==> src/sv/abq_pkg.sv <==
`default_nettype none

package abq_pkg;

    // Queue depth used when the top level is not overridden
    localparam int QUEUE_DEPTH_DEF = 8;

    // Fixed field widths
    localparam int ADDR_W   = 64;
    localparam int SIZE_W   = 32;
    localparam int TAG_W    = 64;
    localparam int CNT_W    = 4;
    localparam int TOTAL_W  = 32;
    localparam int LIMIT_W  = 4;
    localparam int FBYTES_W = 9;
    localparam int PROD_W   = SIZE_W + FBYTES_W;

    // Configuration port
    localparam int CFG_IDX_W  = 2;
    localparam int CFG_DATA_W = 9;
    localparam logic [LIMIT_W-1:0] LIMIT_RESET = 4'd2;
    localparam logic [LIMIT_W-1:0] LIMIT_ZERO_SUBST = 4'd2;

    typedef enum logic [CFG_IDX_W-1:0] {
        REG_QUEUE_LIMIT = 2'd0,
        REG_FRAME_BYTES = 2'd1,
        REG_UNUSED_2    = 2'd2,
        REG_UNUSED_3    = 2'd3
    } cfg_reg_t;

    typedef enum logic [1:0] {
        OP_ENQUEUE = 2'd0,
        OP_FILL    = 2'd1,
        OP_CLEAR   = 2'd2,
        OP_RSVD    = 2'd3
    } op_t;

    typedef enum logic [1:0] {
        KIND_ANSWER  = 2'd0,
        KIND_COPY    = 2'd1,
        KIND_SILENCE = 2'd2,
        KIND_RSVD    = 2'd3
    } kind_t;

    typedef enum logic [2:0] {
        S_IDLE,
        S_ANSWER,
        S_WANT,
        S_SCAN_RD,
        S_SCAN,
        S_EMIT_RD,
        S_EMIT,
        S_SILENCE
    } seq_state_t;

    typedef struct packed {
        logic [1:0]        op;
        logic [ADDR_W-1:0] buf_addr;
        logic [SIZE_W-1:0] buf_size;
        logic [TAG_W-1:0]  buf_tag;
        logic [SIZE_W-1:0] requested_frames;
        logic [SIZE_W-1:0] capacity_bytes;
    } in_item_t;

    typedef struct packed {
        logic [1:0]         kind;
        logic               accepted;
        logic [ADDR_W-1:0]  src_addr;
        logic [SIZE_W-1:0]  dst_offset;
        logic [SIZE_W-1:0]  seg_length;
        logic               drained;
        logic [TAG_W-1:0]   drained_tag;
        logic [SIZE_W-1:0]  fill_size;
        logic [CNT_W-1:0]   queue_count;
        logic [TOTAL_W-1:0] enqueued_total;
        logic               last;
    } out_item_t;

    // One stored buffer descriptor
    typedef struct packed {
        logic [ADDR_W-1:0] addr;
        logic [SIZE_W-1:0] size;
        logic [TAG_W-1:0]  tag;
    } desc_t;

endpackage

`default_nettype wire

==> src/sv/abq_desc_ram.sv <==
`default_nettype none

// Descriptor store: one write port, one read port, registered read data
module abq_desc_ram #(
    parameter int QUEUE_DEPTH = abq_pkg::QUEUE_DEPTH_DEF,
    localparam int IDX_W = (QUEUE_DEPTH > 1) ? $clog2(QUEUE_DEPTH) : 1
) (
    input  wire logic              clk,
    input  wire logic              we,
    input  wire logic [IDX_W-1:0]  waddr,
    input  wire abq_pkg::desc_t    wdata,
    input  wire logic              re,
    input  wire logic [IDX_W-1:0]  raddr,
    output abq_pkg::desc_t         rdata
);
    import abq_pkg::*;

    desc_t mem [QUEUE_DEPTH];
    desc_t rdata_reg;

    always_ff @(posedge clk)
    begin
        if (we)
        begin
            mem[waddr] <= wdata;
        end
    end

    // read data holds while no read is issued
    always_ff @(posedge clk)
    begin
        if (re)
        begin
            rdata_reg <= mem[raddr];
        end
    end

    assign rdata = rdata_reg;

endmodule

`default_nettype wire

==> src/sv/abq_seq.sv <==
`default_nettype none

// Sequencer: queue pointers, configuration, fill walk over the descriptor store
module abq_seq #(
    parameter int QUEUE_DEPTH = abq_pkg::QUEUE_DEPTH_DEF,
    localparam int IDX_W = (QUEUE_DEPTH > 1) ? $clog2(QUEUE_DEPTH) : 1
) (
    input  wire logic                         clk,
    input  wire logic                         rst_n,
    input  wire logic                         in_valid,
    output logic                              in_ready,
    input  wire abq_pkg::in_item_t            in_data,
    input  wire logic                         cfg_valid,
    input  wire logic [abq_pkg::CFG_IDX_W-1:0]  cfg_index,
    input  wire logic [abq_pkg::CFG_DATA_W-1:0] cfg_data,
    output logic                              push,
    output abq_pkg::out_item_t                res,
    input  wire logic                         slot_free,
    output logic                              ram_we,
    output logic [IDX_W-1:0]                  ram_waddr,
    output abq_pkg::desc_t                    ram_wdata,
    output logic                              ram_re,
    output logic [IDX_W-1:0]                  ram_raddr,
    input  wire abq_pkg::desc_t               ram_rdata
);
    import abq_pkg::*;

    function automatic logic [IDX_W-1:0] idx_inc(input logic [IDX_W-1:0] i);
        logic [IDX_W-1:0] r;
        r = (i == IDX_W'(QUEUE_DEPTH - 1)) ? '0 : i + IDX_W'(1);
        return r;
    endfunction

    seq_state_t          state_reg, state_next;
    logic [IDX_W-1:0]    head_reg, head_next;
    logic [IDX_W-1:0]    tail_reg, tail_next;
    logic [SIZE_W-1:0]   cons_reg, cons_next;
    logic [CNT_W-1:0]    pend_reg, pend_next;
    logic [TOTAL_W-1:0]  total_reg, total_next;
    logic [LIMIT_W-1:0]  qlim_reg, qlim_next;
    logic [FBYTES_W-1:0] fbytes_reg, fbytes_next;
    logic                acc_reg, acc_next;
    logic [PROD_W-1:0]   prod_reg, prod_next;
    logic [SIZE_W-1:0]   cap_reg, cap_next;
    logic                scale_reg, scale_next;
    logic [SIZE_W-1:0]   want_reg, want_next;
    logic [SIZE_W-1:0]   filled_reg, filled_next;
    logic [IDX_W-1:0]    sidx_reg, sidx_next;
    logic [SIZE_W-1:0]   scons_reg, scons_next;
    logic [SIZE_W-1:0]   sfilled_reg, sfilled_next;
    logic [CNT_W-1:0]    sleft_reg, sleft_next;
    logic [CNT_W-1:0]    final_reg, final_next;

    // shared segment math for the scan and emit passes
    logic [SIZE_W-1:0]  cur_cons, cur_filled, avail, room, take, filled_after;
    logic               drain;
    logic [LIMIT_W-1:0] lim;
    logic [SIZE_W-1:0]  want_calc;

    always_comb
    begin
        cur_cons     = (state_reg == S_SCAN) ? scons_reg : cons_reg;
        cur_filled   = (state_reg == S_SCAN) ? sfilled_reg : filled_reg;
        avail        = ram_rdata.size - cur_cons;
        room         = want_reg - cur_filled;
        drain        = (avail <= room);
        take         = drain ? avail : room;
        filled_after = cur_filled + take;
    end

    // effective queue limit: zero means two, capped at the store depth
    always_comb
    begin
        lim = (qlim_reg == '0) ? LIMIT_ZERO_SUBST : qlim_reg;
        if (32'(lim) > QUEUE_DEPTH)
        begin
            lim = LIMIT_W'(QUEUE_DEPTH);
        end
    end

    assign want_calc = (scale_reg && (prod_reg < PROD_W'(cap_reg))) ?
                       prod_reg[SIZE_W-1:0] : cap_reg;

    // configuration writes
    always_comb
    begin
        qlim_next   = qlim_reg;
        fbytes_next = fbytes_reg;
        if (cfg_valid)
        begin
            unique case (cfg_reg_t'(cfg_index))
                REG_QUEUE_LIMIT: qlim_next   = cfg_data[LIMIT_W-1:0];
                REG_FRAME_BYTES: fbytes_next = cfg_data[FBYTES_W-1:0];
                default:         ;
            endcase
        end
    end

    // next state and outputs
    always_comb
    begin
        state_next   = state_reg;
        head_next    = head_reg;
        tail_next    = tail_reg;
        cons_next    = cons_reg;
        pend_next    = pend_reg;
        total_next   = total_reg;
        acc_next     = acc_reg;
        prod_next    = prod_reg;
        cap_next     = cap_reg;
        scale_next   = scale_reg;
        want_next    = want_reg;
        filled_next  = filled_reg;
        sidx_next    = sidx_reg;
        scons_next   = scons_reg;
        sfilled_next = sfilled_reg;
        sleft_next   = sleft_reg;
        final_next   = final_reg;

        in_ready  = 1'b0;
        push      = 1'b0;
        res       = '0;
        ram_we    = 1'b0;
        ram_waddr = tail_reg;
        ram_wdata.addr = in_data.buf_addr;
        ram_wdata.size = in_data.buf_size;
        ram_wdata.tag  = in_data.buf_tag;
        ram_re    = 1'b0;
        ram_raddr = (state_reg == S_SCAN_RD) ? sidx_reg : head_reg;

        unique case (state_reg)
            S_IDLE:
            begin
                in_ready = 1'b1;
                if (in_valid)
                begin
                    unique case (op_t'(in_data.op))
                        OP_ENQUEUE:
                        begin
                            acc_next = 1'b1;
                            if (in_data.buf_size != '0)
                            begin
                                if (pend_reg < lim)
                                begin
                                    ram_we     = 1'b1;
                                    tail_next  = idx_inc(tail_reg);
                                    pend_next  = pend_reg + CNT_W'(1);
                                    total_next = total_reg + TOTAL_W'(1);
                                end
                                else
                                begin
                                    acc_next = 1'b0;
                                end
                            end
                            state_next = S_ANSWER;
                        end
                        OP_FILL:
                        begin
                            prod_next  = PROD_W'(in_data.requested_frames) *
                                         PROD_W'(fbytes_reg);
                            cap_next   = in_data.capacity_bytes;
                            scale_next = (in_data.requested_frames != '0) &&
                                         (fbytes_reg != '0);
                            state_next = S_WANT;
                        end
                        OP_CLEAR:
                        begin
                            pend_next  = '0;
                            head_next  = '0;
                            tail_next  = '0;
                            cons_next  = '0;
                            acc_next   = 1'b1;
                            state_next = S_ANSWER;
                        end
                        OP_RSVD:
                        begin
                            acc_next   = 1'b0;
                            state_next = S_ANSWER;
                        end
                    endcase
                end
            end

            S_ANSWER:
            begin
                push               = 1'b1;
                res.kind           = KIND_ANSWER;
                res.accepted       = acc_reg;
                res.queue_count    = pend_reg;
                res.enqueued_total = total_reg;
                res.last           = 1'b1;
                if (slot_free)
                begin
                    state_next = S_IDLE;
                end
            end

            // bytes known; dry-run scan for the final count, or silence if none due
            S_WANT:
            begin
                want_next    = want_calc;
                filled_next  = '0;
                sidx_next    = head_reg;
                scons_next   = cons_reg;
                sfilled_next = '0;
                sleft_next   = pend_reg;
                final_next   = pend_reg;
                if ((want_calc == '0) || (pend_reg == '0))
                begin
                    state_next = S_SILENCE;
                end
                else
                begin
                    state_next = S_SCAN_RD;
                end
            end

            S_SCAN_RD:
            begin
                ram_re     = 1'b1;
                state_next = S_SCAN;
            end

            S_SCAN:
            begin
                sfilled_next = filled_after;
                if (drain)
                begin
                    sleft_next = sleft_reg - CNT_W'(1);
                    sidx_next  = idx_inc(sidx_reg);
                    scons_next = '0;
                    if ((sleft_reg == CNT_W'(1)) || (filled_after == want_reg))
                    begin
                        final_next = sleft_reg - CNT_W'(1);
                        state_next = S_EMIT_RD;
                    end
                    else
                    begin
                        state_next = S_SCAN_RD;
                    end
                end
                else
                begin
                    final_next = sleft_reg;
                    state_next = S_EMIT_RD;
                end
            end

            S_EMIT_RD:
            begin
                ram_re     = 1'b1;
                state_next = S_EMIT;
            end

            // one copy segment from the head descriptor
            S_EMIT:
            begin
                push               = 1'b1;
                res.kind           = KIND_COPY;
                res.src_addr       = ram_rdata.addr + ADDR_W'(cons_reg);
                res.dst_offset     = filled_reg;
                res.seg_length     = take;
                res.drained        = drain;
                res.drained_tag    = drain ? ram_rdata.tag : '0;
                res.fill_size      = want_reg;
                res.queue_count    = final_reg;
                res.enqueued_total = total_reg;
                res.last           = (filled_after == want_reg);
                if (slot_free)
                begin
                    filled_next = filled_after;
                    if (drain)
                    begin
                        cons_next = '0;
                        head_next = idx_inc(head_reg);
                        pend_next = pend_reg - CNT_W'(1);
                    end
                    else
                    begin
                        cons_next = cons_reg + take;
                    end
                    if (filled_after == want_reg)
                    begin
                        state_next = S_IDLE;
                    end
                    else if (drain && (pend_reg == CNT_W'(1)))
                    begin
                        state_next = S_SILENCE;
                    end
                    else
                    begin
                        state_next = S_EMIT_RD;
                    end
                end
            end

            // zero fill for whatever the queue could not supply
            S_SILENCE:
            begin
                push               = 1'b1;
                res.kind           = KIND_SILENCE;
                res.dst_offset     = filled_reg;
                res.seg_length     = want_reg - filled_reg;
                res.fill_size      = want_reg;
                res.queue_count    = final_reg;
                res.enqueued_total = total_reg;
                res.last           = 1'b1;
                if (slot_free)
                begin
                    state_next = S_IDLE;
                end
            end

            default:
            begin
                state_next = S_IDLE;
            end
        endcase
    end

    always_ff @(posedge clk or negedge rst_n)
    begin
        if (!rst_n)
        begin
            state_reg   <= S_IDLE;
            head_reg    <= '0;
            tail_reg    <= '0;
            cons_reg    <= '0;
            pend_reg    <= '0;
            total_reg   <= '0;
            qlim_reg    <= LIMIT_RESET;
            fbytes_reg  <= '0;
        end
        else
        begin
            state_reg   <= state_next;
            head_reg    <= head_next;
            tail_reg    <= tail_next;
            cons_reg    <= cons_next;
            pend_reg    <= pend_next;
            total_reg   <= total_next;
            qlim_reg    <= qlim_next;
            fbytes_reg  <= fbytes_next;
        end
    end

    // working registers of the current item
    always_ff @(posedge clk)
    begin
        acc_reg     <= acc_next;
        prod_reg    <= prod_next;
        cap_reg     <= cap_next;
        scale_reg   <= scale_next;
        want_reg    <= want_next;
        filled_reg  <= filled_next;
        sidx_reg    <= sidx_next;
        scons_reg   <= scons_next;
        sfilled_reg <= sfilled_next;
        sleft_reg   <= sleft_next;
        final_reg   <= final_next;
    end

endmodule

`default_nettype wire

==> src/sv/audio_buffer_queue_filler_core.sv <==
`default_nettype none

// Channel  | Signals                                  | Direction
// ---------+------------------------------------------+----------
// in       | in_valid, in_ready, in_data              | request words in
// out      | out_valid, out_ready, out_data           | result words out
// cfg      | cfg_valid, cfg_ready, cfg_index, cfg_data| register writes in
//
// One request at a time. Enqueue and clear give one answer word. A fill is
// sized first, then reads each descriptor in a scan pass and again for each
// copy segment in the emit pass (both through the one read port of the
// descriptor store), plus a silence segment for any shortfall.
// Reset clears pointers, counts, frame size; limit goes to 2; descriptors kept.
// The output register takes the final word of a request, so the next request
// is taken while it waits; out_ready low stalls the sequencer on earlier words.
module audio_buffer_queue_filler_core #(
    parameter int QUEUE_DEPTH = abq_pkg::QUEUE_DEPTH_DEF
) (
    input  wire logic                           clk,
    input  wire logic                           rst_n,
    input  wire logic                           in_valid,
    output logic                                in_ready,
    input  wire abq_pkg::in_item_t              in_data,
    output logic                                out_valid,
    input  wire logic                           out_ready,
    output abq_pkg::out_item_t                  out_data,
    input  wire logic                           cfg_valid,
    output logic                                cfg_ready,
    input  wire logic [abq_pkg::CFG_IDX_W-1:0]  cfg_index,
    input  wire logic [abq_pkg::CFG_DATA_W-1:0] cfg_data
);
    import abq_pkg::*;

    localparam int IDX_W = (QUEUE_DEPTH > 1) ? $clog2(QUEUE_DEPTH) : 1;

    logic             push;
    out_item_t        res;
    logic             slot_free;
    logic             ram_we;
    logic [IDX_W-1:0] ram_waddr;
    desc_t            ram_wdata;
    logic             ram_re;
    logic [IDX_W-1:0] ram_raddr;
    desc_t            ram_rdata;

    logic      out_valid_reg, out_valid_next;
    out_item_t out_data_reg;

    assign cfg_ready = 1'b1;

    abq_seq #(
        .QUEUE_DEPTH(QUEUE_DEPTH)
    ) u_seq (
        .clk       (clk),
        .rst_n     (rst_n),
        .in_valid  (in_valid),
        .in_ready  (in_ready),
        .in_data   (in_data),
        .cfg_valid (cfg_valid),
        .cfg_index (cfg_index),
        .cfg_data  (cfg_data),
        .push      (push),
        .res       (res),
        .slot_free (slot_free),
        .ram_we    (ram_we),
        .ram_waddr (ram_waddr),
        .ram_wdata (ram_wdata),
        .ram_re    (ram_re),
        .ram_raddr (ram_raddr),
        .ram_rdata (ram_rdata)
    );

    abq_desc_ram #(
        .QUEUE_DEPTH(QUEUE_DEPTH)
    ) u_ram (
        .clk   (clk),
        .we    (ram_we),
        .waddr (ram_waddr),
        .wdata (ram_wdata),
        .re    (ram_re),
        .raddr (ram_raddr),
        .rdata (ram_rdata)
    );

    // output register
    assign slot_free = !out_valid_reg || out_ready;

    always_comb
    begin
        out_valid_next = out_valid_reg;
        if (push && slot_free)
        begin
            out_valid_next = 1'b1;
        end
        else if (out_ready)
        begin
            out_valid_next = 1'b0;
        end
    end

    always_ff @(posedge clk or negedge rst_n)
    begin
        if (!rst_n)
        begin
            out_valid_reg <= 1'b0;
        end
        else
        begin
            out_valid_reg <= out_valid_next;
        end
    end

    always_ff @(posedge clk)
    begin
        if (push && slot_free)
        begin
            out_data_reg <= res;
        end
    end

    assign out_valid = out_valid_reg;
    assign out_data  = out_data_reg;

endmodule

`default_nettype wire

==> config.mk <==
export PLATFORM = sky130hd
export DESIGN_NAME = audio_buffer_queue_filler_core
export DESIGN_NICKNAME = d
export VERILOG_FILES = /design/src/sv/abq_pkg.sv /design/src/sv/abq_desc_ram.sv /design/src/sv/abq_seq.sv /design/src/sv/audio_buffer_queue_filler_core.sv
export SDC_FILE = /design/constraint.sdc
export NUM_CORES = 2
export LEC_CHECK = 0
export BUFFER_PORTS_ARGS = -buffer_cell sky130_fd_sc_hd__buf_4
export CORE_MARGIN = 2
export CORE_UTILIZATION = 67
export CTS_CLUSTER_DIAMETER = 50
export DETAILED_ROUTE_END_ITERATION = 7
export GPL_ROUTABILITY_DRIVEN = 0
export PLACE_DENSITY_LB_ADDON = 0.25
export SKIP_CTS_REPAIR_TIMING = 1
export SLEW_MARGIN = 10
export SYNTH_ARGS = -nofsm -noshare
export SYNTH_HDL_FRONTEND = slang
export SYNTH_SLANG_ARGS = --single-unit
export TNS_END_PERCENT = 50
==> constraint.sdc <==
create_clock -name clk -period 26.9 [get_ports clk]
set_input_delay 4.035 -clock clk [delete_from_list [all_inputs] [get_ports clk]]
set_output_delay 4.035 -clock clk [all_outputs]
set_load 0.02 [all_outputs]
# Yosys cells after proc, flatten, opt, wreduce, memory -nomap -nowiden
# Memories as Yosys holds them, arrays and structs flattened. A register that Yosys moved wholly into a read port is not among the register bits.
# Index checks and enable logic that the tools add are counted.
# word_totals
regBits	570
ramBits	1280
output_inout_bits	268
memories	1
# op_classes
n_addsub	13
mul	1
n_lt_le_gt_ge	4
n_eq_ne	29
mux	69
reduce_logical	42
# mem_list
memory	words	width	read_ports	rd_clocked_by_memory_dff	wr	line_no	source
u_ram.mem	8	160	1	1	1	abq_desc_ram.sv:18	desc_t mem [QUEUE_DEPTH];
# ops
cell	count
32-bit two-way mux	10
32-bit one-hot mux with 2 select lines	4
64-bit one-hot mux with 2 select lines	1
37-bit one-hot mux with 3 select lines	1
32-bit subtractor	3
32-bit adder	2
64-bit by 32-bit adder with 64-bit output	1
32-bit nonzero test	2
3-bit two-way mux	18
41-bit by 32-bit less-than comparator with 1-bit output	1
32-bit by 9-bit multiplier with 41-bit output	1
4-bit two-way mux	10
32-bit by 1-bit adder with 32-bit output (second input constant)	1
32-bit equality test	1
32-bit less-or-equal comparator	1
32-bit zero test	1
4-bit one-hot mux with 2 select lines	4
3-bit one-hot mux with 2 select lines	4
3-bit equality test (second input constant)	7
3-bit one-hot mux with 7 select lines	1
5-bit AND reduction	3
1-bit two-way mux	13
2-bit AND reduction	6
2-bit by 1-bit != test with 1-bit output (second input constant)	5
30 further kinds	57

# Longest topological paths before layout
# logic_depth
depth_word	12
mapped_depth	56
ltp_nobuf	48

# Cells and area by module
# A second synthesis with hierarchy kept.
# hier_totals
cells_unflattened	6554
hier_area_um2	98594.6
# modules_own_cells
mod	n_inst	cells_per_inst	area_per_inst_um2	seq_area_each_um2
abq_desc_ram	1	2023	53926.7	43241.5
abq_seq	1	4260	36645.1	8679.6
audio_buffer_queue_filler_core	1	271	8022.7	7982.7

# Worst setup path after synthesis
# Ideal clock, no wire load.
# synth_timing
path_type	input to register
from	in in_data[156] (netlist bit)
to	mem u_ram.mem[0][0] (netlist bit) (enable)
setup_ns	0.875
arrival_ns	15.587
required_time_ns	26.025
path_slack_ns	10.437
path_stages	8
n_path_buf	1
path_cell_list	nor4_1 nand4_1 nor2_1 nor2b_1 and3_1 clkbuf_1 nand2b_1 nor3_1
# synth_between
elab_chain_len	7
# synth_rtl
item	line_no	source
from (decl)	audio_buffer_queue_filler_core.sv:23	input wire abq_pkg::in_item_t in_data,
32-bit nonzero test	abq_seq.sv:141	if (in_data.buf_size != '0)
1-bit two-way mux	abq_seq.sv:141	
1-bit two-way mux	abq_seq.sv:137	unique case (op_t'(in_data.op))
1-bit two-way mux	abq_seq.sv:135	if (in_valid)
1-bit two-way mux	abq_seq.sv:131	unique case (state_reg)
1-bit two-way mux	abq_desc_ram.sv:23	if (we)
1-bit two-way mux (implied by the code)	abq_desc_ram.sv:25	mem[waddr] <= wdata;
to (decl)	abq_desc_ram.sv:18	
# Every way passes these cells.

# Worst setup path in the final report
# layout_timing
from	reg u_seq.state_reg[1]
to	reg u_seq.final_reg[0] (enable)
# layout_between
elab_chain_len	10
elab_cells_between_ends	14
cone_classes	3 x add/sub; 1 x order compare; 4 x eq/ne; 3 x mux; 3 x reduce/logical
# layout_rtl
item	line_no	source
from (decl)	abq_seq.sv:34	seq_state_t state_reg, state_next;
from (signal assigned)	abq_seq.sv:336	state_reg <= state_next;
3-bit equality test	abq_seq.sv:62, abq_seq.sv:63, abq_seq.sv:131	
32-bit two-way mux, on equally long branches	abq_seq.sv:62, abq_seq.sv:63	
32-bit subtractor, on equally long branches	abq_seq.sv:64, abq_seq.sv:65	
32-bit less-or-equal comparator	abq_seq.sv:66	drain = (avail <= room);
32-bit two-way mux	abq_seq.sv:67	take = drain ? avail : room;
32-bit adder	abq_seq.sv:68	filled_after = cur_filled + take;
32-bit equality test	abq_seq.sv:232	if ((sleft_reg == CNT_W'(1)) || (filled_after == want_reg))
1-bit logical OR	abq_seq.sv:232	
3-bit != test (no source line)	n/a	
2-bit AND reduction (no source line) *	n/a	
to (signal assigned)	abq_seq.sv:360	final_reg <= final_next;
to (decl)	abq_seq.sv:52	logic [CNT_W-1:0] final_reg, final_next;
# Mark *: on every way between the ends. The rest lies on a longest branch, timed or not.
# A chain may end at the register's enable or synchronous reset.

==> metrics.md <==
| Metric | Value |
|---|---|
| Status | finished, violations left |
| Failing checks | DRC |
| Drt initial violations | 8020 |
| Total gr overflow | 0 |
| Fin. Hold Viols | 0 |
| Final Cell Area | 0.110 sq mm |
| Setup violations, final | 0 |
| DP Wirelength | 160000 um |
| Synth warn | 0 |
| Largest net degree at the start of global routing | 218 |
| Slowest cell on the critical path | dfrtp_1 |
| R2r startpoint | u_seq.state_reg[1]$_DFFE_PN0P_ |
| CP max stage delay | 0.85 ns |
| Clk slew on worst S/H paths | 0.06 ns |
| Wire per inst | 23.4 um |
| Commonest register cell after synthesis | edfxtp_1 |
| EDFF count, synth | 1919 |
| Max reg flops | 1280 |
| Starting density of the core | 0.673 |
| Layout area overhead | 12.4% |
| Die height | 386 um |
| Root Buffer Master | clkbuf_16 |
| Antenna violations before repair | 51 |
| Crit path to | u_seq.final_reg[0]$_DFFE_PP_ |
| Seq/Total Area, Yosys | 0.613 |
| Clk sinks | 2010 |
| Hold Path Class | register to register |
| Post-route DRC | 13 |
| Period Utilization, post-route | 0.540 |
| Core Area | 0.145 sq mm |
| Die Width | 386 um |
| Vias/cell | 6.30 |
| Worst Skew | 0.0878 ns |
| Crit-path max FO | 74 |
| Syn_nets | 9264 |
| Worst skew pair latency | 0.86 ns |
| CP required | 27.37 ns |
| Critical Path Sink Type | register |
| Ratio of cells with drive above 1 in the final layout | 0.112 |
| Area after DPL | 0.103 sq mm |
| Hold path start | u_seq.total_reg[31]$_DFFE_PN0P_ |
| RSZ-0062 raised after global routing | false |
| GRT Util Overall | 0.338 |
| Vias in the first global route | 66809 |
| # IOs | 510 |
| Final Max Tran Viols | 0 |
| DIE AREA | 0.149 sq mm |
| Reg2reg end | u_seq.final_reg[0]$_DFFE_PP_ |
| MaxCap Viol Count | 0 |
| Worst rel slew slack | 0.217 |
| DRT Wirelength | 256000 um |
| CP arrival | 15.00 ns |
| CTS Buffer Depth | 3 |
| Setup TNS | 0 ns |
| Worst setup SP type | register |
| Fmax | 0.0689 GHz |
| Distinct cell type count after synthesis | 100 |
| IO Port Bufs | 508 |
| Final ANT Viol Nets | 0 |
| Post-Synthesis Cell Area | 0.0978 sq mm |
| Layout net count | 9635 |
| Mean Syn Cell Area | 11.5 sq um |
| Vias | 69103 |
| Seq cells post-synth | 2010 |
| Critical Path Source | u_seq.state_reg[1]$_DFFE_PN0P_ |
| Post-Syn Instances | 8488 |
| Critical path class | register to register |
| CTS tree | yes |
| Row count | 140 |
| First-pass GRT wire length | 383000 um |
| Reg2Reg Depth | 45 |
| Reg2reg setup slack | 12.38 ns |
| DRT Pass-1 Iters | 8 |
| Async SR Flop Fraction | 0.0453 |
| Worst slew pin tran | 1.17 ns |
| Num CTS Buffers | 200 |
| Final min period | 14.52 ns |
| H-tree depth | 4 |
==> how the worst min path moves through the flow <==
stage,endpoint,slack [ns],cells past startpoint
2_1_floorplan,u_seq.total_reg[31]$_DFFE_PN0P_,0.44,1
3_3_place_gp,u_seq.total_reg[31]$_DFFE_PN0P_,0.46,1
3_5_place_dp,u_seq.total_reg[31]$_DFFE_PN0P_,0.47,1
4_1_cts,u_seq.total_reg[31]$_DFFE_PN0P_,0.48,1
5_1_grt,u_seq.total_reg[31]$_DFFE_PN0P_,0.49,1
6_report,u_seq.total_reg[31]$_DFFE_PN0P_,0.48,1
==> cell usage in the layout, fill, tap and decap left out, types with 44 or more instances in the layout <==
master and instances:
a21o_1 97, a21oi_1 245, and2_1 156, and3_1 140, buf_4 595, clkbuf_16 200
dfrtp_1 90, edfxtp_1 1919, fa_1 215, ha_1 319, inv_1 420, mux2_2 50
nand2_1 1868, nand2b_1 48, nand3_1 875, nand4_1 44, nor2_1 327, nor2b_1 54
nor3_1 66, o21ai_0 357, xnor2_1 179, xor2_1 84
==> per-stage QoR <==
stage / hold WS [ns] / setup slack (ns) / cells / utilization
2_1_floorplan: 0.437 / 10.44 / 8488 / -
3_3_place_gp: 0.457 / 13.20 / 10574 / 0.712
3_5_place_dp: 0.469 / 13.00 / 10574 / 0.712
4_1_cts: 0.481 / 12.86 / 10940 / 0.757
5_1_grt: 0.493 / 11.49 / 10970 / 0.757
6_report: 0.481 / 12.38 / 10975 / 0.757
==> cells by family after synthesis <==
logic type      Yosys count  synth area share
flops                  2010             0.613
mux                      69           0.00792
other cells               1         0.0000383
simple gates           3727             0.171
buf+inv                 853            0.0329
xor+xnor                272            0.0255
compound gates         1017            0.0644
fa+ha+maj               539            0.0853
==> layout make-up <==
cell class | instances | area [sq um]
Antenna cell | 35 | 87.6
Clock inverter | 121 | 1300
Timing Repair Buffer | 600 | 4570
Fill cell | 8852 | 35300
Clock buffer | 245 | 5220
Multi-Input combinational cell | 5625 | 34900
Tap cell | 1917 | 2400
Sequential cell | 2010 | 59900
Inverter | 422 | 1590
==> cells in the mapped netlist, types with 54 or more instances <==
library cell | instances | area [sq um]
xor2_1 | 84 | 736
fa_1 | 215 | 4300
clkbuf_1 | 380 | 1430
and3_1 | 140 | 876
inv_1 | 421 | 1580
o21ai_0 | 358 | 1790
a21o_1 | 97 | 728
xnor2_1 | 179 | 1570
nor2b_1 | 54 | 338
ha_1 | 319 | 3990
and2_1 | 157 | 982
nor2_1 | 336 | 1260
nand2_1 | 1870 | 7020
a21oi_1 | 247 | 1240
nand3_1 | 875 | 4380
dfrtp_1 | 90 | 2250
nor3_1 | 68 | 340
edfxtp_1 | 1919 | 57600
==> metal layers <==
layer  vias up  share of wire  track usage
met5         -        0.00098            0
met4        38          0.054        0.181
met3       736           0.10       0.0687
met2      3966           0.47        0.534
met1     33584           0.37        0.447
li1      30779              -            -
==> worst max-delay path: cells and delay by family, from the launching register on <==
family	cells	cell delay, ns
fa+ha+maj	6	1.72
compound gates	20	6.24
flops	1	0.85
simple gates	13	2.78
buf+inv	4	1.95
xor+xnor	1	0.16
mux	1	0.38
Power is not shown: default switching activity piles up to over one toggle a cycle in this logic, so the estimate is an artifact.
